<file path="src/hw/rtl/stack_bytecode_executor_assert.svh">
`ifndef STACK_BYTECODE_EXECUTOR_ASSERT_SVH
`define STACK_BYTECODE_EXECUTOR_ASSERT_SVH

// same-cycle implication
`define SBX_ASSERT_NOW(label, clk, rst_n, ante, cons) \
    label: assert property (@(posedge clk) disable iff (!rst_n) (ante) |-> (cons)) \
        else $error("assertion failed");

// next-cycle implication
`define SBX_ASSERT_NEXT(label, clk, rst_n, ante, cons) \
    label: assert property (@(posedge clk) disable iff (!rst_n) (ante) |=> (cons)) \
        else $error("assertion failed");

`endif

</file>
<file path="src/hw/rtl/sbx_pkg.sv">
package sbx_pkg;

    typedef logic [7:0] opcode_t;

    localparam opcode_t OP_NOP        = 8'd0;
    localparam opcode_t OP_PUSH       = 8'd1;
    localparam opcode_t OP_ADD        = 8'd2;
    localparam opcode_t OP_SUB        = 8'd3;
    localparam opcode_t OP_MUL        = 8'd4;
    localparam opcode_t OP_DIV        = 8'd5;
    localparam opcode_t OP_MOD        = 8'd6;
    localparam opcode_t OP_LOAD       = 8'd7;
    localparam opcode_t OP_STORE      = 8'd8;
    localparam opcode_t OP_JMP        = 8'd9;
    localparam opcode_t OP_JZ         = 8'd10;
    localparam opcode_t OP_JNZ        = 8'd11;
    localparam opcode_t OP_CALL       = 8'd12;
    localparam opcode_t OP_RET        = 8'd13;
    localparam opcode_t OP_POP        = 8'd14;
    localparam opcode_t OP_PRINT      = 8'd15;
    localparam opcode_t OP_STRLEN     = 8'd16;
    localparam opcode_t OP_EQ         = 8'd17;
    localparam opcode_t OP_NE         = 8'd18;
    localparam opcode_t OP_GT         = 8'd19;
    localparam opcode_t OP_LT         = 8'd20;
    localparam opcode_t OP_GE         = 8'd21;
    localparam opcode_t OP_LE         = 8'd22;
    localparam opcode_t OP_NOT        = 8'd23;
    localparam opcode_t OP_ORD        = 8'd24;
    localparam opcode_t OP_PUSH_STR   = 8'd25;
    localparam opcode_t OP_GET_INT    = 8'd26;
    localparam opcode_t OP_STREQ      = 8'd28;
    localparam opcode_t OP_CONCAT     = 8'd29;
    localparam opcode_t OP_GET        = 8'd30;
    localparam opcode_t OP_SET        = 8'd31;
    localparam opcode_t OP_DICT_HAS   = 8'd32;
    localparam opcode_t OP_IS_NUM     = 8'd33;
    localparam opcode_t OP_IS_STR     = 8'd34;
    localparam opcode_t OP_IS_LIST    = 8'd35;
    localparam opcode_t OP_SAME       = 8'd36;
    localparam opcode_t OP_LIST_CCAT  = 8'd37;
    localparam opcode_t OP_LIST_NEW   = 8'd39;
    localparam opcode_t OP_LIST_GET   = 8'd40;
    localparam opcode_t OP_SLICE      = 8'd41;
    localparam opcode_t OP_LIST_LEN   = 8'd42;
    localparam opcode_t OP_DICT_LEN   = 8'd43;
    localparam opcode_t OP_DICT_GET   = 8'd44;
    localparam opcode_t OP_DICT       = 8'd45;
    localparam opcode_t OP_INPUT      = 8'd46;
    localparam opcode_t OP_REPLACE    = 8'd47;
    localparam opcode_t OP_STR_FIND   = 8'd48;
    localparam opcode_t OP_TO_INT     = 8'd49;
    localparam opcode_t OP_STR_LIST   = 8'd50;
    localparam opcode_t OP_JMP_FAR    = 8'd51;
    localparam opcode_t OP_OR         = 8'd52;
    localparam opcode_t OP_AND        = 8'd53;
    localparam opcode_t OP_READ_FILE  = 8'd54;
    localparam opcode_t OP_DICT_KEYS  = 8'd55;
    localparam opcode_t OP_STARTSWITH = 8'd56;
    localparam opcode_t OP_CONTAINS   = 8'd57;
    localparam opcode_t OP_WRITE_OUT  = 8'd58;
    localparam opcode_t OP_HALT       = 8'hFF;

    localparam logic [7:0] CFG_CODE_LEN  = 8'd0;
    localparam logic [7:0] CFG_INIT_VARS = 8'd1;

    typedef enum logic [2:0] {
        ST_OK       = 3'd0,
        ST_CALL_OVF = 3'd1,
        ST_UNKNOWN  = 3'd2,
        ST_STACK    = 3'd3,
        ST_UNSUP    = 3'd4
    } status_t;

    typedef struct packed {
        logic [1:0] npop;
        logic       npush;
        status_t    status;
    } dec_t;

    typedef struct packed {
        logic start;
        logic want_rem;
    } div_req_t;

    typedef struct packed {
        logic done;
    } div_rsp_t;

    function automatic logic [31:0] truth(input logic c);
        return c ? 32'd1 : 32'hFFFF_FFFF;
    endfunction

    function automatic dec_t decode(input opcode_t op);
        dec_t d;
        d = '{npop: 2'd0, npush: 1'b0, status: ST_OK};
        case (op)
            OP_NOP, OP_JMP, OP_JMP_FAR, OP_CALL, OP_RET, OP_HALT: ;
            OP_PUSH, OP_LOAD: d.npush = 1'b1;
            OP_STORE, OP_JZ, OP_JNZ, OP_POP: d.npop = 2'd1;
            OP_ADD, OP_SUB, OP_MUL, OP_DIV, OP_MOD, OP_EQ, OP_NE, OP_GT, OP_LT,
            OP_GE, OP_LE, OP_OR, OP_AND, OP_STREQ, OP_GET, OP_DICT_HAS, OP_SAME,
            OP_LIST_CCAT, OP_LIST_GET, OP_DICT_GET, OP_STR_FIND, OP_READ_FILE,
            OP_STARTSWITH, OP_CONTAINS: begin
                d.npop  = 2'd2;
                d.npush = 1'b1;
            end
            OP_NOT, OP_GET_INT, OP_IS_NUM, OP_IS_STR, OP_IS_LIST, OP_LIST_LEN,
            OP_DICT_LEN, OP_INPUT, OP_TO_INT, OP_WRITE_OUT, OP_PRINT, OP_STRLEN,
            OP_ORD: begin
                d.npop  = 2'd1;
                d.npush = 1'b1;
            end
            OP_SET: d.npop = 2'd3;
            OP_SLICE, OP_REPLACE: begin
                d.npop  = 2'd3;
                d.npush = 1'b1;
            end
            OP_DICT, OP_PUSH_STR, OP_LIST_NEW, OP_CONCAT, OP_DICT_KEYS, OP_STR_LIST:
                d.status = ST_UNSUP;
            default: d.status = ST_UNKNOWN;
        endcase
        return d;
    endfunction

endpackage

</file>
<file path="src/hw/rtl/sbx_div.sv">
module sbx_div (
    input  logic              aclk,
    input  logic              aresetn,
    input  sbx_pkg::div_req_t req,
    input  logic [31:0]       a,
    input  logic [31:0]       b,
    output sbx_pkg::div_rsp_t rsp,
    output logic [31:0]       result
);
    import sbx_pkg::*;

    localparam int W  = 32;
    localparam int CW = $clog2(W + 1);

    logic [W-1:0]  rem_reg;
    logic [W-1:0]  quo_reg;
    logic [W-1:0]  mb_reg;
    logic [CW-1:0] cnt_reg;
    logic          busy_reg;
    logic          done_reg;
    logic          neg_q_reg;
    logic          neg_r_reg;
    logic          want_rem_reg;

    logic [W:0]    shifted;
    logic [W:0]    diff;
    logic [W-1:0]  rem_next;
    logic [W-1:0]  quo_next;

    always_comb begin
        shifted = {rem_reg, quo_reg[W-1]};
        diff    = shifted - {1'b0, mb_reg};
        if (!diff[W]) begin
            rem_next = diff[W-1:0];
            quo_next = {quo_reg[W-2:0], 1'b1};
        end else begin
            rem_next = shifted[W-1:0];
            quo_next = {quo_reg[W-2:0], 1'b0};
        end
    end

    always_ff @(posedge aclk) begin
        if (!aresetn) begin
            busy_reg <= 1'b0;
            done_reg <= 1'b0;
            cnt_reg  <= '0;
        end else if (req.start) begin
            busy_reg     <= 1'b1;
            done_reg     <= 1'b0;
            cnt_reg      <= CW'(W);
            rem_reg      <= '0;
            quo_reg      <= a[W-1] ? (W'(0) - a) : a;
            mb_reg       <= b[W-1] ? (W'(0) - b) : b;
            neg_q_reg    <= a[W-1] ^ b[W-1];
            neg_r_reg    <= a[W-1];
            want_rem_reg <= req.want_rem;
        end else if (busy_reg) begin
            rem_reg <= rem_next;
            quo_reg <= quo_next;
            cnt_reg <= cnt_reg - CW'(1);
            if (cnt_reg == CW'(1)) begin
                busy_reg <= 1'b0;
                done_reg <= 1'b1;
            end
        end
    end

    assign rsp.done = done_reg;

    always_comb begin
        if (want_rem_reg) begin
            result = neg_r_reg ? (W'(0) - rem_reg) : rem_reg;
        end else begin
            result = neg_q_reg ? (W'(0) - quo_reg) : quo_reg;
        end
    end

endmodule

</file>
<file path="config.mk">
export PLATFORM = sky130hd
export DESIGN_NAME = sbx_div
export DESIGN_NICKNAME = d
export VERILOG_FILES = /design/src/hw/rtl/stack_bytecode_executor_assert.svh /design/src/hw/rtl/sbx_pkg.sv /design/src/hw/rtl/sbx_div.sv
export SDC_FILE = /design/constraint.sdc
export NUM_CORES = 1
export LEC_CHECK = 0
export ABC_AREA = 1
export BUFFER_PORTS_ARGS = -buffer_cell sky130_fd_sc_hd__buf_2
export CELL_PAD_IN_SITES_DETAIL_PLACEMENT = 0
export CELL_PAD_IN_SITES_GLOBAL_PLACEMENT = 1
export CORE_AREA = 2 2 132 198
export DETAILED_ROUTE_END_ITERATION = 16
export DIE_AREA = 0 0 134 200
export GPL_ROUTABILITY_DRIVEN = 0
export MAX_ROUTING_LAYER = met4
export PLACE_DENSITY_LB_ADDON = 0.3
export SYNTH_ARGS = -nofsm -noshare
export SYNTH_HDL_FRONTEND = slang
export SYNTH_SLANG_ARGS = --single-unit
</file>
<file path="constraint.sdc">
create_clock -name aclk -period 2.6 [get_ports aclk]
set_input_delay 0.26 -clock aclk [delete_from_list [all_inputs] [get_ports aclk]]
set_output_delay 0.26 -clock aclk [all_outputs]
set_load 0.05 [all_outputs]
</file>
==> reports/qor.csv <==
metric;value;unit
clk_path_buf_depth;2;
start_util;42.6;%
port_buffers;100;
regArea;3130;um^2
cts_max_level;3;
slew_viol_final;0;
fin_nets;2001;
netlist_area;10600;um^2
fin_crit;2.57;ns
fp.dieH;200;um
hp-class;input port to flop;
io-pin-count;101;
dr.first_iter.drc_count;681;
fin_cells;2231;
cp-end-kind;output port;
grt_pass1_wl;54400;um
hold_viol_final;0;
wl_per_cell;15.7;um
grt_util_all_layers;27.1;%
dpl.cell_count;2174;
final_cell_mix;nand2_1 (492), inv_1 (278), nor2_1 (209);
dp_hpwl;28000;um
vias;11234;
core_area;25000;um^2
routed_wl;34900;um
cp-start-kind;flop;
grt_max_degree;75;
r2r_end;rem_reg[4];
period_share;98.8;%
p_leak;6.61;nW
synth_cells;1724;
pwr_density_cell;554;nW/um^2
drtAntennaViolNets;0;
rsz0062_at_grt;true;
clock_sinks;107;
cp_data_arrival_time;2.31;ns
viasPerCell;5.04;
cts_tree;yes;
num_rows;71;
yosysWarnings;0;
synth_cell_type_count;44;
root_buffer;clkbuf_16;
drive_above_1_share;17.4;%
reg2reg_depth;13;
setup_viol;0;
critPathKind;flop to output port;
synth_seq_cells;107;
max_freq;389;MHz
clkTransAtPathRegs;0.08;ns
totalPowerFinal;7.19;mW
fillers;2593;
worstHoldPathCells;1;
multi_input_area;6610;um^2
cts_buffers;9;
syn-mean-instance-area;6.17;um^2
die_w;134;um
syn_nets;1831;
overflow;0;
syn2layout_area_growth;22.1;%
cts-hold-fix-buffers;0;
fin_util;52.0;%
whs_endpoint;want_rem_reg;
skew;0.0172;ns
max_slew_margin;49.9;%
drcViolationCount;0;
clk_latency;0.38;ns
fin_hold_ws;0.0750;ns
rrSetupSlack;0.13;ns
dr.pass1.iters;5;
setup-tns-final;0;ns
crit_path_max_fanout;7;
r2r_start;rem_reg[10];
worst_pin_slew;0.747;ns
yosysSeqAreaShare;29.5;%
max_cap_violations;0;
ir_drop;370;uV
die_area;26800;um^2
status;completed;
grt_pass1_vias;10968;
antenna_found_initial;4;
layout_commonest_cell;nand2_1;
crit_required;2.34;ns
worstHoldStart;req[0];
## report_power, final
| group | switching (mW) | total [mW] | internal [mW] |
|---|---|---|---|
| combinational | 2.25 | 3.47 | 1.22 |
| sequential | 0.188 | 2.32 | 2.13 |
| clock | 0.707 | 1.40 | 0.690 |
## stage by stage
step / cell area [um^2] / setup WS, ns
2_1_floorplan: 10600 / 0.00402
3_3_place_gp: 11900 / 0.0681
3_5_place_dp: 11900 / -0.0281
4_1_cts: 12400 / -0.0193
5_1_grt: 13000 / -0.0615
6_report: 13000 / 0.0306
## what timing repair did
action	4_1_cts	5_1_grt
setup endpoints to repair	29	56
buffers inserted	13	25
resized for setup	50	121
pin swaps	14	40
## synth_stat cells, drive strengths merged
master	instances	area, um^2
a21o	4	30.0
a21oi	66	345
a31oi	3	18.8
and2	3	18.8
and3	2	12.5
buf	16	85.1
clkbuf	22	82.6
clkinv	2	7.51
dfxtp	8	160
edfxtp	99	2970
fa	1	20.0
ha	38	475
inv	294	1100
nand2	521	2010
nand3	154	781
nand3b	4	30.0
nand4	21	131
nor2	228	863
nor2b	1	6.26
nor3	32	170
nor3b	1	7.51
nor4	6	37.5
nor4b	1	8.76
o211ai	2	15.0
o21ai	115	579
o21bai	1	7.51
o22ai	7	43.8
o31ai	4	30.0
or2	7	43.8
xnor2	18	158
xor2	43	377
## cell families after synthesis
family / Yosys count / synth area share, %
AND/OR/NAND/NOR: 981 / 38.8
adder cells (fa/ha/maj): 39 / 4.66
XOR/XNOR: 61 / 5.02
buffers and inverters: 334 / 12.0
AO/OA/AOI/OAI: 202 / 10.1
flip-flops: 107 / 29.5
## metal layers
| metal | up-vias | GRT usage (%) | share of wire, % |
|---|---|---|---|
| met3 | 92 | 4.09 | 4.5 |
| met5 | - | - | 0 |
| met1 | 5026 | 27.5 | 38 |
| met2 | 282 | 49.6 | 52 |
| li1 | 5834 | - | - |
| met4 | 0 | 15.1 | 5.7 |
## worst max path at each step
| stage | start | end | slack (ns) | cells past startpoint |
|---|---|---|---|---|
| final | quo_reg[1] | result[30] | 0.03 | 12 |
| after global routing | quo_reg[1] | result[22] | -0.06 | 10 |
| after CTS | quo_reg[0] | result[16] | -0.02 | 11 |
| after detailed placement | quo_reg[31] | rem_reg[2] | -0.03 | 15 |
| after global placement | quo_reg[31] | quo_reg[0] | 0.07 | 15 |
| after floorplan | rem_reg[0] | result[17] | 0.004 | 7 |
## worst max-delay path, stage by stage, from the launching register on
cell and delay, ns:
edfxtp_1 0.41, inv_2 0.12, ha_4 0.14, nand4_1 0.22
nor2_4 0.21, nand3_2 0.13, nand2_4 0.14, buf_6 0.11
nand3_2 0.06, nand2_1 0.08, nand3_1 0.06, nand2_1 0.10
buf_6 0.16
## cell type report
class	count	share of cell area, %
flip-flops and latches	107	24.1
well taps	328	3.16
inverters	296	8.56
clock buffers	12	1.90
clock inverters	4	0.260
diodes	4	0.0771
multi-input cells	1283	50.9
repair buffers	197	11.0
Note: power is estimated with default switching activity, not from simulation.
