<file path="src/hw/rtl/stack_bytecode_executor_assert.svh">
`ifndef STACK_BYTECODE_EXECUTOR_ASSERT_SVH
`define STACK_BYTECODE_EXECUTOR_ASSERT_SVH

// same-cycle implication
`define SBX_ASSERT_NOW(label, clk, rst_n, ante, cons) \
    label: assert property (@(posedge clk) disable iff (!rst_n) (ante) |-> (cons)) \
        else $error("assertion failed");

// next-cycle implication
`define SBX_ASSERT_NEXT(label, clk, rst_n, ante, cons) \
    label: assert property (@(posedge clk) disable iff (!rst_n) (ante) |=> (cons)) \
        else $error("assertion failed");

`endif

</file>
<file path="src/hw/rtl/sbx_pkg.sv">
package sbx_pkg;

    typedef logic [7:0] opcode_t;

    localparam opcode_t OP_NOP        = 8'd0;
    localparam opcode_t OP_PUSH       = 8'd1;
    localparam opcode_t OP_ADD        = 8'd2;
    localparam opcode_t OP_SUB        = 8'd3;
    localparam opcode_t OP_MUL        = 8'd4;
    localparam opcode_t OP_DIV        = 8'd5;
    localparam opcode_t OP_MOD        = 8'd6;
    localparam opcode_t OP_LOAD       = 8'd7;
    localparam opcode_t OP_STORE      = 8'd8;
    localparam opcode_t OP_JMP        = 8'd9;
    localparam opcode_t OP_JZ         = 8'd10;
    localparam opcode_t OP_JNZ        = 8'd11;
    localparam opcode_t OP_CALL       = 8'd12;
    localparam opcode_t OP_RET        = 8'd13;
    localparam opcode_t OP_POP        = 8'd14;
    localparam opcode_t OP_PRINT      = 8'd15;
    localparam opcode_t OP_STRLEN     = 8'd16;
    localparam opcode_t OP_EQ         = 8'd17;
    localparam opcode_t OP_NE         = 8'd18;
    localparam opcode_t OP_GT         = 8'd19;
    localparam opcode_t OP_LT         = 8'd20;
    localparam opcode_t OP_GE         = 8'd21;
    localparam opcode_t OP_LE         = 8'd22;
    localparam opcode_t OP_NOT        = 8'd23;
    localparam opcode_t OP_ORD        = 8'd24;
    localparam opcode_t OP_PUSH_STR   = 8'd25;
    localparam opcode_t OP_GET_INT    = 8'd26;
    localparam opcode_t OP_STREQ      = 8'd28;
    localparam opcode_t OP_CONCAT     = 8'd29;
    localparam opcode_t OP_GET        = 8'd30;
    localparam opcode_t OP_SET        = 8'd31;
    localparam opcode_t OP_DICT_HAS   = 8'd32;
    localparam opcode_t OP_IS_NUM     = 8'd33;
    localparam opcode_t OP_IS_STR     = 8'd34;
    localparam opcode_t OP_IS_LIST    = 8'd35;
    localparam opcode_t OP_SAME       = 8'd36;
    localparam opcode_t OP_LIST_CCAT  = 8'd37;
    localparam opcode_t OP_LIST_NEW   = 8'd39;
    localparam opcode_t OP_LIST_GET   = 8'd40;
    localparam opcode_t OP_SLICE      = 8'd41;
    localparam opcode_t OP_LIST_LEN   = 8'd42;
    localparam opcode_t OP_DICT_LEN   = 8'd43;
    localparam opcode_t OP_DICT_GET   = 8'd44;
    localparam opcode_t OP_DICT       = 8'd45;
    localparam opcode_t OP_INPUT      = 8'd46;
    localparam opcode_t OP_REPLACE    = 8'd47;
    localparam opcode_t OP_STR_FIND   = 8'd48;
    localparam opcode_t OP_TO_INT     = 8'd49;
    localparam opcode_t OP_STR_LIST   = 8'd50;
    localparam opcode_t OP_JMP_FAR    = 8'd51;
    localparam opcode_t OP_OR         = 8'd52;
    localparam opcode_t OP_AND        = 8'd53;
    localparam opcode_t OP_READ_FILE  = 8'd54;
    localparam opcode_t OP_DICT_KEYS  = 8'd55;
    localparam opcode_t OP_STARTSWITH = 8'd56;
    localparam opcode_t OP_CONTAINS   = 8'd57;
    localparam opcode_t OP_WRITE_OUT  = 8'd58;
    localparam opcode_t OP_HALT       = 8'hFF;

    localparam logic [7:0] CFG_CODE_LEN  = 8'd0;
    localparam logic [7:0] CFG_INIT_VARS = 8'd1;

    typedef enum logic [2:0] {
        ST_OK       = 3'd0,
        ST_CALL_OVF = 3'd1,
        ST_UNKNOWN  = 3'd2,
        ST_STACK    = 3'd3,
        ST_UNSUP    = 3'd4
    } status_t;

    typedef struct packed {
        logic [1:0] npop;
        logic       npush;
        status_t    status;
    } dec_t;

    typedef struct packed {
        logic start;
        logic want_rem;
    } div_req_t;

    typedef struct packed {
        logic done;
    } div_rsp_t;

    function automatic logic [31:0] truth(input logic c);
        return c ? 32'd1 : 32'hFFFF_FFFF;
    endfunction

    function automatic dec_t decode(input opcode_t op);
        dec_t d;
        d = '{npop: 2'd0, npush: 1'b0, status: ST_OK};
        case (op)
            OP_NOP, OP_JMP, OP_JMP_FAR, OP_CALL, OP_RET, OP_HALT: ;
            OP_PUSH, OP_LOAD: d.npush = 1'b1;
            OP_STORE, OP_JZ, OP_JNZ, OP_POP: d.npop = 2'd1;
            OP_ADD, OP_SUB, OP_MUL, OP_DIV, OP_MOD, OP_EQ, OP_NE, OP_GT, OP_LT,
            OP_GE, OP_LE, OP_OR, OP_AND, OP_STREQ, OP_GET, OP_DICT_HAS, OP_SAME,
            OP_LIST_CCAT, OP_LIST_GET, OP_DICT_GET, OP_STR_FIND, OP_READ_FILE,
            OP_STARTSWITH, OP_CONTAINS: begin
                d.npop  = 2'd2;
                d.npush = 1'b1;
            end
            OP_NOT, OP_GET_INT, OP_IS_NUM, OP_IS_STR, OP_IS_LIST, OP_LIST_LEN,
            OP_DICT_LEN, OP_INPUT, OP_TO_INT, OP_WRITE_OUT, OP_PRINT, OP_STRLEN,
            OP_ORD: begin
                d.npop  = 2'd1;
                d.npush = 1'b1;
            end
            OP_SET: d.npop = 2'd3;
            OP_SLICE, OP_REPLACE: begin
                d.npop  = 2'd3;
                d.npush = 1'b1;
            end
            OP_DICT, OP_PUSH_STR, OP_LIST_NEW, OP_CONCAT, OP_DICT_KEYS, OP_STR_LIST:
                d.status = ST_UNSUP;
            default: d.status = ST_UNKNOWN;
        endcase
        return d;
    endfunction

endpackage

</file>
<file path="src/hw/rtl/sbx_alu.sv">
module sbx_alu (
    input  sbx_pkg::opcode_t op,
    input  logic [31:0]      a,
    input  logic [31:0]      b,
    input  logic [31:0]      imm,
    output logic [31:0]      r
);
    import sbx_pkg::*;

    logic slt_ab;
    logic slt_ba;

    assign slt_ab = $signed(a) < $signed(b);
    assign slt_ba = $signed(b) < $signed(a);

    always_comb begin
        case (op)
            OP_PUSH:   r = imm;
            OP_ADD:    r = a + b;
            OP_SUB:    r = a - b;
            OP_MUL:    r = a * b;
            OP_EQ:     r = truth(a == b);
            OP_NE:     r = truth(a != b);
            OP_GT:     r = truth(slt_ba);
            OP_LT:     r = truth(slt_ab);
            OP_GE:     r = truth(!slt_ab);
            OP_LE:     r = truth(!slt_ba);
            OP_OR:     r = truth(a != 32'd0 || b != 32'd0);
            OP_AND:    r = truth(a != 32'd0 && b != 32'd0);
            OP_NOT:    r = truth(b == 32'd0);
            OP_SAME:   r = truth(a == b);
            OP_STREQ, OP_IS_NUM, OP_STARTSWITH, OP_CONTAINS: r = 32'd1;
            OP_IS_STR, OP_IS_LIST, OP_DICT_HAS: r = 32'hFFFF_FFFF;
            default:   r = 32'd0;
        endcase
    end

endmodule

</file>
<file path="config.mk">
export PLATFORM = sky130hd
export DESIGN_NAME = sbx_alu
export DESIGN_NICKNAME = d
export VERILOG_FILES = /design/src/hw/rtl/stack_bytecode_executor_assert.svh /design/src/hw/rtl/sbx_pkg.sv /design/src/hw/rtl/sbx_alu.sv
export SDC_FILE = /design/constraint.sdc
export NUM_CORES = 1
export LEC_CHECK = 0
export BUFFER_PORTS_ARGS = -buffer_cell sky130_fd_sc_hd__buf_2
export CAP_MARGIN = 20
export CORE_UTILIZATION = 38
export DETAILED_ROUTE_END_ITERATION = 8
export GPL_TIMING_DRIVEN = 0
export PLACE_DENSITY_LB_ADDON = 0.1
export SETUP_SLACK_MARGIN = 0.5
export SYNTH_ARGS = -nofsm -noshare
export SYNTH_HDL_FRONTEND = slang
export SYNTH_SLANG_ARGS = --single-unit
</file>
<file path="constraint.sdc">
create_clock -name vclk -period 8.8
set_input_delay 0.44 -clock vclk [all_inputs]
set_output_delay 0.44 -clock vclk [all_outputs]
set_load 0.01 [all_outputs]
</file>
==> results.md, run 1 <==
* CTS Hold Bufs at 0
* I/O Buffers at 132
* Gp weighted congestion at 0.994
* Post-synth cell types at 81
* FF+latch area at 0 um^2
* CP max stage cell: clkbuf_1
* Core Box Area at 0.0516 mm^2
* Drt via density at 5.61
* Met2 Usage GRT at 53.7%
* Fmax achieved at 119 MHz
* Pin count of the biggest net entering global routing at 12
* Met3 Usage GRT at 6.69%
* Max-slew violations at 0
* Fillers at 5223
* Clk_buf instances at 0
* Crit path launch type: input port
* Synthesized Nets at 3206
* Ports at 136
* Die Y at 231 um
* RSZ-0062 raised after global routing: true
* Vias in the first global route at 19542
* First drt pass iteration count at 5
* Ys Warns at 0
* Critical path destination: r[31]
* DP Wirelength at 74.6 mm
* Pre-CTS setup slack at -2290 ps
* Tcrit/Tclk final at 95.7%
* Worst slew margin at 28.7%
* DRC Markers at 0
* Share of cells above drive strength 1 at 14.6%
* Initial antenna violation count at 2
* Total gr overflow at 0
* Crit-path most repeated cell: fa_1
* Die width at 231 um
* Drt initial violations at 1849
* Fin worst setup slack at 382 ps
* Outcome: finished, final reports clean
* Endpoints failing setup at 0
* Layout net count at 3405
* Critical path buffers and inverters at 6
* Crit end category: output port
* Design Area, Final at 0.0233 mm^2
* Worst-path fanout max at 9
* First-pass GRT wire length at 132 mm
* Rows at 83
* MaxCap Viol Count at 0
* Met1 usage at 47.0%
* Overall routing resource usage at 34.3%
* Data required, critical path at 8360 ps
* Syn Area/Cell at 8.07 um^2
* Final ANT Viol Nets at 0
* Worst Setup Path Type: input port to output port
* Post-synthesis sequential area ratio at 0%
* Final Critical Period at 8420 ps
* Wirelength per Cell at 26.9 um
* HP Class: input port to output port
* Crit-path max cell delay at 600 ps
* Delay-heaviest family, CP: adder cells
* Synth Instances at 2474
* Sequential cell count at 0
* Initial Util at 38.7%
* Vias at 18813
* Cell depth of the worst setup path at 25
* Placement Cell Area at 0.0216 mm^2
* Global route hottest layer: met2
* Final hold vios at 0
* Crit path DAT at 7980 ps
* Worst-Margin Slew at 1070 ps
* Synthesis-to-finish area growth at 16.5%
* Final WL at 90.4 mm
* Cell area after synthesis at 0.0200 mm^2
* Hold path cells at 4
* Die Area at 0.0535 mm^2
* Worst setup path start: b[19]
* Min-delay src: imm[14]
per-stage QoR:
| step | util [%] | setup TNS (ps) | hold WS (ps) | cells |
|---|---|---|---|---|
| after global placement | 41.6 | -27250 | 1180 | 3286 |
| after CTS | 44.6 | 0 | 1180 | 3344 |
| after global routing | 45.0 | 0 | 1200 | 3351 |
| after detailed placement | 41.8 | -23500 | 1180 | 3294 |
| after floorplan | - | 0 | 1020 | 2474 |
| final | 45.1 | 0 | 1180 | 3354 |
routing by layer:
layer,routed length (um),vias to the layer above
li1,-,8121
met1,37600,9556
met2,40300,963
met3,8660,171
met4,3850,2
met5,13,-
layout by cell type (no fill, tap or decap), types with 18 or more instances in the layout:
master / synthesis / routed
clkbuf_16: 0 / 18
a21oi_1: 83 / 77
clkbuf_1: 79 / 25
buf_2: 23 / 139
nor2_1: 371 / 359
xor2_1: 30 / 27
fa_1: 410 / 404
nand2_1: 273 / 273
o21ai_0: 57 / 55
a21o_1: 29 / 29
nand3_1: 24 / 24
inv_1: 456 / 439
nor4_1: 23 / 23
nor3_1: 24 / 23
xnor2_1: 89 / 88
buf_4: 2 / 70
o211ai_1: 18 / 18
ha_1: 218 / 211
worst min-delay path by stage:
stage	to	slack, ps
6_report	r[14]	1180
3_3_place_gp	r[14]	1180
4_1_cts	r[14]	1180
3_5_place_dp	r[14]	1180
2_1_floorplan	r[14]	1020
5_1_grt	r[14]	1200
logic make-up (layout without fill, tap and decap cells):
kind of cell / Yosys count / after routing / synth area share (%)
buffers and inverters: 594 / 791 / 11.5
AND/OR/NAND/NOR: 791 / 791 / 16.7
multiplexers: 7 / 7 / 0.351
XOR/XNOR: 119 / 119 / 5.22
AO/OA/AOI/OAI: 334 / 334 / 11.4
other: 0 / 3 / 0
adder cells (fa/ha/maj): 629 / 629 / 54.8
synthesized netlist by cell type, types with 4 or more instances:
master	number	area share [%]
inv_1	456	8.6
fa_1	410	41
nor2_1	371	7.0
nand2_1	273	5.1
ha_1	218	14
xnor2_1	89	3.9
a21oi_1	83	2.1
clkbuf_1	79	1.5
o21ai_0	57	1.4
xor2_1	30	1.3
a21o_1	29	1.1
nand3_1	24	0.60
nor3_1	24	0.60
buf_2	23	0.58
nor4_1	23	0.72
o211ai_1	18	0.68
nand2b_1	16	0.50
o21bai_1	14	0.53
a22oi_1	13	0.49
buf_1	13	0.24
clkinv_1	13	0.24
nand4_1	13	0.41
nor2b_1	11	0.34
o21a_1	11	0.41
a31oi_1	9	0.28
o22ai_1	9	0.28
a211oi_1	8	0.30
a222oi_1	8	0.40
and3_1	7	0.22
mux2i_1	7	0.35
o31ai_1	7	0.26
or3_1	7	0.22
a211o_1	6	0.26
a221oi_1	6	0.26
inv_2	5	0.094
o2111ai_1	5	0.22
a21boi_0	4	0.15
nor3b_1	4	0.15
o21ai_1	4	0.10
repair_timing:
action	in CTS	in global routing
buffers inserted	50	7
endpoints found under the setup margin	22	10
pin swaps	27	13
gates resized for setup	286	43
area by class of cell:
type / instances / area (um^2) / share of cell area, %
multi-input cells: 1880 / 18000 / 77.4
well taps: 680 / 851 / 3.66
plain buffers: 120 / 1230 / 5.29
diodes: 3 / 7.51 / 0.0323
inverters: 474 / 1900 / 8.17
repair buffers: 197 / 1280 / 5.50
Power of run 1 is left out: the tool's default activity adds up to more than one toggle a clock period on the data nets, which glitch-free logic cannot reach.
==> inputs of run 2 (changes only) <==
- ABC_AREA: not set -> 1
- CORE_ASPECT_RATIO: not set -> 1.75
==> results.md, run 2 <==
* Synth Instances at 3533
* Wirelength per Cell at 25.5 um
* Rows at 119
* Cell area after synthesis at 0.0233 mm^2
* Commonest non-fill, non-tap cell in the layout: nand2_1
* Synth area leader: fa_1
* First drt pass iteration count at 7
* Fmax achieved at 123 MHz
* Layout net count at 4406
* Post-synthesis sequential area ratio at 0%
* Drt initial violations at 1408
* RSZ-0062 raised after global routing: true
* Overall routing resource usage at 36.9%
* Crit end category: output port
* Synthesis-to-finish area growth at 8.64%
* Fillers at 6978
* I/O Buffers at 136
* Post-synth cell types at 57
* Initial antenna violation count at 3
* Gp weighted congestion at 1.02
* Worst slew margin at 19.3%
* Ports at 136
* Pre-CTS setup slack at -642 ps
* Total gr overflow at 0
* Ys Warns at 0
* Share of cells above drive strength 1 at 9.31%
* Area of the multi-input gates at 0.0191 mm^2
* DRC Markers at 0
* Top post-synthesis cells by count: 961 x nand2_1, 952 x inv_1, 410 x fa_1, 218 x ha_1, 189 x nor2_1
* Endpoints failing setup at 0
* Data required, critical path at 8360 ps
* Fin worst setup slack at 692 ps
* Placement Cell Area at 0.0250 mm^2
* Final ANT Viol Nets at 0
* Design Area, Final at 0.0253 mm^2
* FF+latch area at 0 um^2
* Clk_buf instances at 0
* Core Box Area at 0.0605 mm^2
* Most common cell in the netlist: nand2_1
* Synthesized Nets at 4265
* Drt via density at 5.19
* Die Y at 330 um
* Tcrit/Tclk final at 92.1%
* Core Util, Final at 41.9%
* Most frequent cells in the layout: 961 x nand2_1, 952 x inv_1, 406 x fa_1
* Synth area leaders: fa_1 35%, nand2_1 15%, inv_1 15%
* Vias at 23144
* MaxCap Viol Count at 0
* Vias in the first global route at 24428
* Worst-path fanout max at 10
* Outcome: finished, final reports clean
* HP Class: input port to output port
* Sequential cell count at 0
* Pin count of the biggest net entering global routing at 11
* DP Wirelength at 99.0 mm
* Final hold vios at 0
* Die Area at 0.0624 mm^2
* First-pass GRT wire length at 162 mm
* Top-area cell type share of the netlist area at 35.2%
* Initial Util at 38.6%
* Crit path DAT at 7670 ps
* Syn Area/Cell at 6.60 um^2
* Max-slew violations at 0
* Die width at 189 um
* Final WL at 114 mm
* Worst-Margin Slew at 1210 ps
* Final Critical Period at 8110 ps
* Setup bufs post-CTS at 0
* Hold WS at 1200 ps
* Worst Setup Path Type: input port to output port
* Crit path launch type: input port
==> run 2: changes by cell type after synthesis, sizes merged, moves of 35 or more <==
| cell | delta |
|---|---|
| nor2 | -172 |
| nand2 | +703 |
| xnor2 | -79 |
| o21ai | +47 |
| buf | +35 |
| nand3 | +157 |
| inv | +499 |
| a21oi | +58 |
==> run 2: layout make-up <==
| class | count | share of cell area, % |
|---|---|---|
| Tap cell | 786 | 3.88 |
| Antenna cell | 1 | 0.00988 |
| Inverter | 962 | 14.3 |
| Multi-Input combinational cell | 2433 | 75.5 |
| Buffer | 138 | 3.49 |
| Timing Repair Buffer | 139 | 2.81 |
==> run 2: critical path: stages <==
cell and delay (ps):
buf_2 260, clkbuf_2 370, nand2_1 90, inv_1 90, fa_1 450, fa_1 610
inv_1 80, fa_1 500, fa_1 510, inv_1 50, fa_1 600, fa_1 450
fa_2 630, fa_1 510, ha_1 380, inv_1 130, o21bai_1 140, a211oi_2 240
nand3_2 160, or2_2 310, nand3_1 150, nand3_1 140, nor2_1 160, nand2_1 70
buf_2 140
==> run 2: path summary, 6_finish.rpt <==
check  cells past startpoint  endpoint   start
max                       25     r[27]    b[9]
min                        4      r[1]  imm[1]
==> run 2: per-stage QoR <==
step / TNS (ps) / std cells
2_1_floorplan: 0 / 3533
3_3_place_gp: -2880 / 4455
3_5_place_dp: -2480 / 4458
4_1_cts: 0 / 4458
5_1_grt: 0 / 4458
6_report: 0 / 4459
==> run 2: what timing repair did <==
item / CTS / global route
gates cloned: 0 / 0
gates resized for setup: 130 / 75
hold buffers: 0 / 0
endpoints found under the setup margin: 19 / 11
pin swaps: 0 / 0
==> run 2: routing by layer <==
| metal | GRT usage [%] | wire length [um] |
|---|---|---|
| met1 | 35.5 | 37100 |
| met2 | 67.5 | 57500 |
| met3 | 4.02 | 4810 |
| met4 | 36.3 | 14300 |
| met5 | 0 | 21 |
==> run 2: logic make-up after synthesis <==
group / Yosys count / synth area share [%]
AO/OA/AOI/OAI: 330 / 8.05
XOR/XNOR: 20 / 0.751
adder cells (fa/ha/maj): 628 / 46.9
buffers and inverters: 1100 / 18.2
AND/OR/NAND/NOR: 1455 / 26.1
Power of run 2 is left out for the same reason.
==> inputs of run 3 (changes only) <==
- ABC_AREA: 1 -> not set
==> results.md, run 3 (same netlist as run 1, synthesis figures left out) <==
* Outcome: finished, final reports clean
* Drt via density at 5.69
* Pre-CTS setup slack at -1710 ps
* Global route hottest layer: met2
* Fin worst setup slack at 578 ps
* Worst Setup Path Type: input port to output port
* Worst-path fanout max at 6
* Share of cells above drive strength 1 at 16.1%
* Tcrit/Tclk final at 93.4%
* RSZ-0062 raised after global routing: true
* Met1 usage at 40.5%
* Setup TNS at 0 ps
* First drt pass iteration count at 5
* Met2 Usage GRT at 66.7%
* FF+latch area at 0 um^2
* Design Area, Final at 0.0235 mm^2
* First-pass GRT wire length at 142 mm
* Final Critical Period at 8220 ps
* Endpoints failing setup at 0
* Core Box Area at 0.0516 mm^2
* Initial antenna violation count at 4
* DRC Markers at 0
* Synthesis-to-finish area growth at 17.8%
* Sequential cell count at 0
* Die Y at 305 um
* Worst-Margin Slew at 1170 ps
* Drt initial violations at 1380
* Hold path cells at 4
* Total gr overflow at 0
* Crit end category: output port
* Die Area at 0.0535 mm^2
* HP Class: input port to output port
* Initial Util at 38.7%
* Fmax achieved at 122 MHz
* Critical path destination: r[31]
* Pin count of the biggest net entering global routing at 12
* Vias at 19131
* Wirelength per Cell at 29.9 um
* Most frequent cells in the layout: 439 x inv_1, 390 x fa_1, 358 x nor2_1
* Vias in the first global route at 20350
* Core Util, Final at 45.6%
* Ports at 136
* I/O Buffers at 132
* Final WL at 100 mm
* Commonest non-fill, non-tap cell in the layout: inv_1
* Final hold vios at 0
* Placement Cell Area at 0.0216 mm^2
* Crit path DAT at 7780 ps
* Layout net count at 3421
* Final ANT Viol Nets at 0
* Gp weighted congestion at 0.981
* Max-slew violations at 0
* Clk_buf instances at 0
* Worst setup path start: a[9]
* MaxCap Viol Count at 0
* Worst slew margin at 21.8%
* DP Wirelength at 82.9 mm
* Data required, critical path at 8360 ps
* Rows at 110
* Die width at 175 um
* Overall routing resource usage at 37.9%
* Crit path launch type: input port
* Met3 Usage GRT at 5.51%
run 3: cell count changes in the layout (fill, tap and decap cells not counted), sizes merged, moves of 58 or more:
cell | previous run | this run
nand3 | 181 | 24
nand2 | 976 | 273
xnor2 | 10 | 89
nor2 | 199 | 371
inv | 960 | 455
a21oi | 141 | 83
run 3: through the flow:
stage          hold WS [ps]  std cells
2_1_floorplan          1020       2474
3_3_place_gp           1200       3278
3_5_place_dp           1190       3287
4_1_cts                1180       3341
5_1_grt                1220       3360
6_report               1190       3362
run 3: metal layers:
metal  share of wire [%]  routed length (um)
met3                 5.6                5630
met5               0.030                  30
met4                 9.7                9710
met1                  35               34800
met2                  50               50300
run 3: final cells by class:
class | count | area [um^2]
diodes | 3 | 7.51
plain buffers | 120 | 1180
fillers | 5315 | 28100
inverters | 474 | 1910
multi-input cells | 1880 | 18100
well taps | 672 | 841
repair buffers | 213 | 1470
run 3: worst min path at each step:
stage | startpoint | end | slack (ps)
after global placement | imm[14] | r[14] | 1200
final | imm[14] | r[14] | 1190
after CTS | imm[14] | r[14] | 1180
after floorplan | imm[14] | r[14] | 1020
after global routing | imm[14] | r[14] | 1220
after detailed placement | imm[14] | r[14] | 1190
run 3: worst max-delay path: stages:
cell,delay [ps]
clkbuf_4,200
clkbuf_16,190
clkinvlp_4,170
buf_8,180
buf_12,130
nor2_1,130
fa_1,470
fa_2,400
fa_1,540
inv_1,50
fa_1,470
inv_1,50
fa_1,450
ha_1,310
fa_1,470
fa_1,510
ha_2,320
o2111a_1,280
a21o_1,230
a22o_1,220
a41o_4,290
a21oi_4,210
o21ai_2,130
xnor2_2,330
o211ai_1,130
a211o_1,320
buf_2,140
run 3: what timing repair did:
action                                  4_1_cts  5_1_grt
endpoints found under the hold margin         0        0
gates cloned                                  0        0
hold buffers                                  0        0
endpoints found under the setup margin       21       11
buffers inserted                             54       17
pin swaps                                    27       39
resized for setup                           288       99
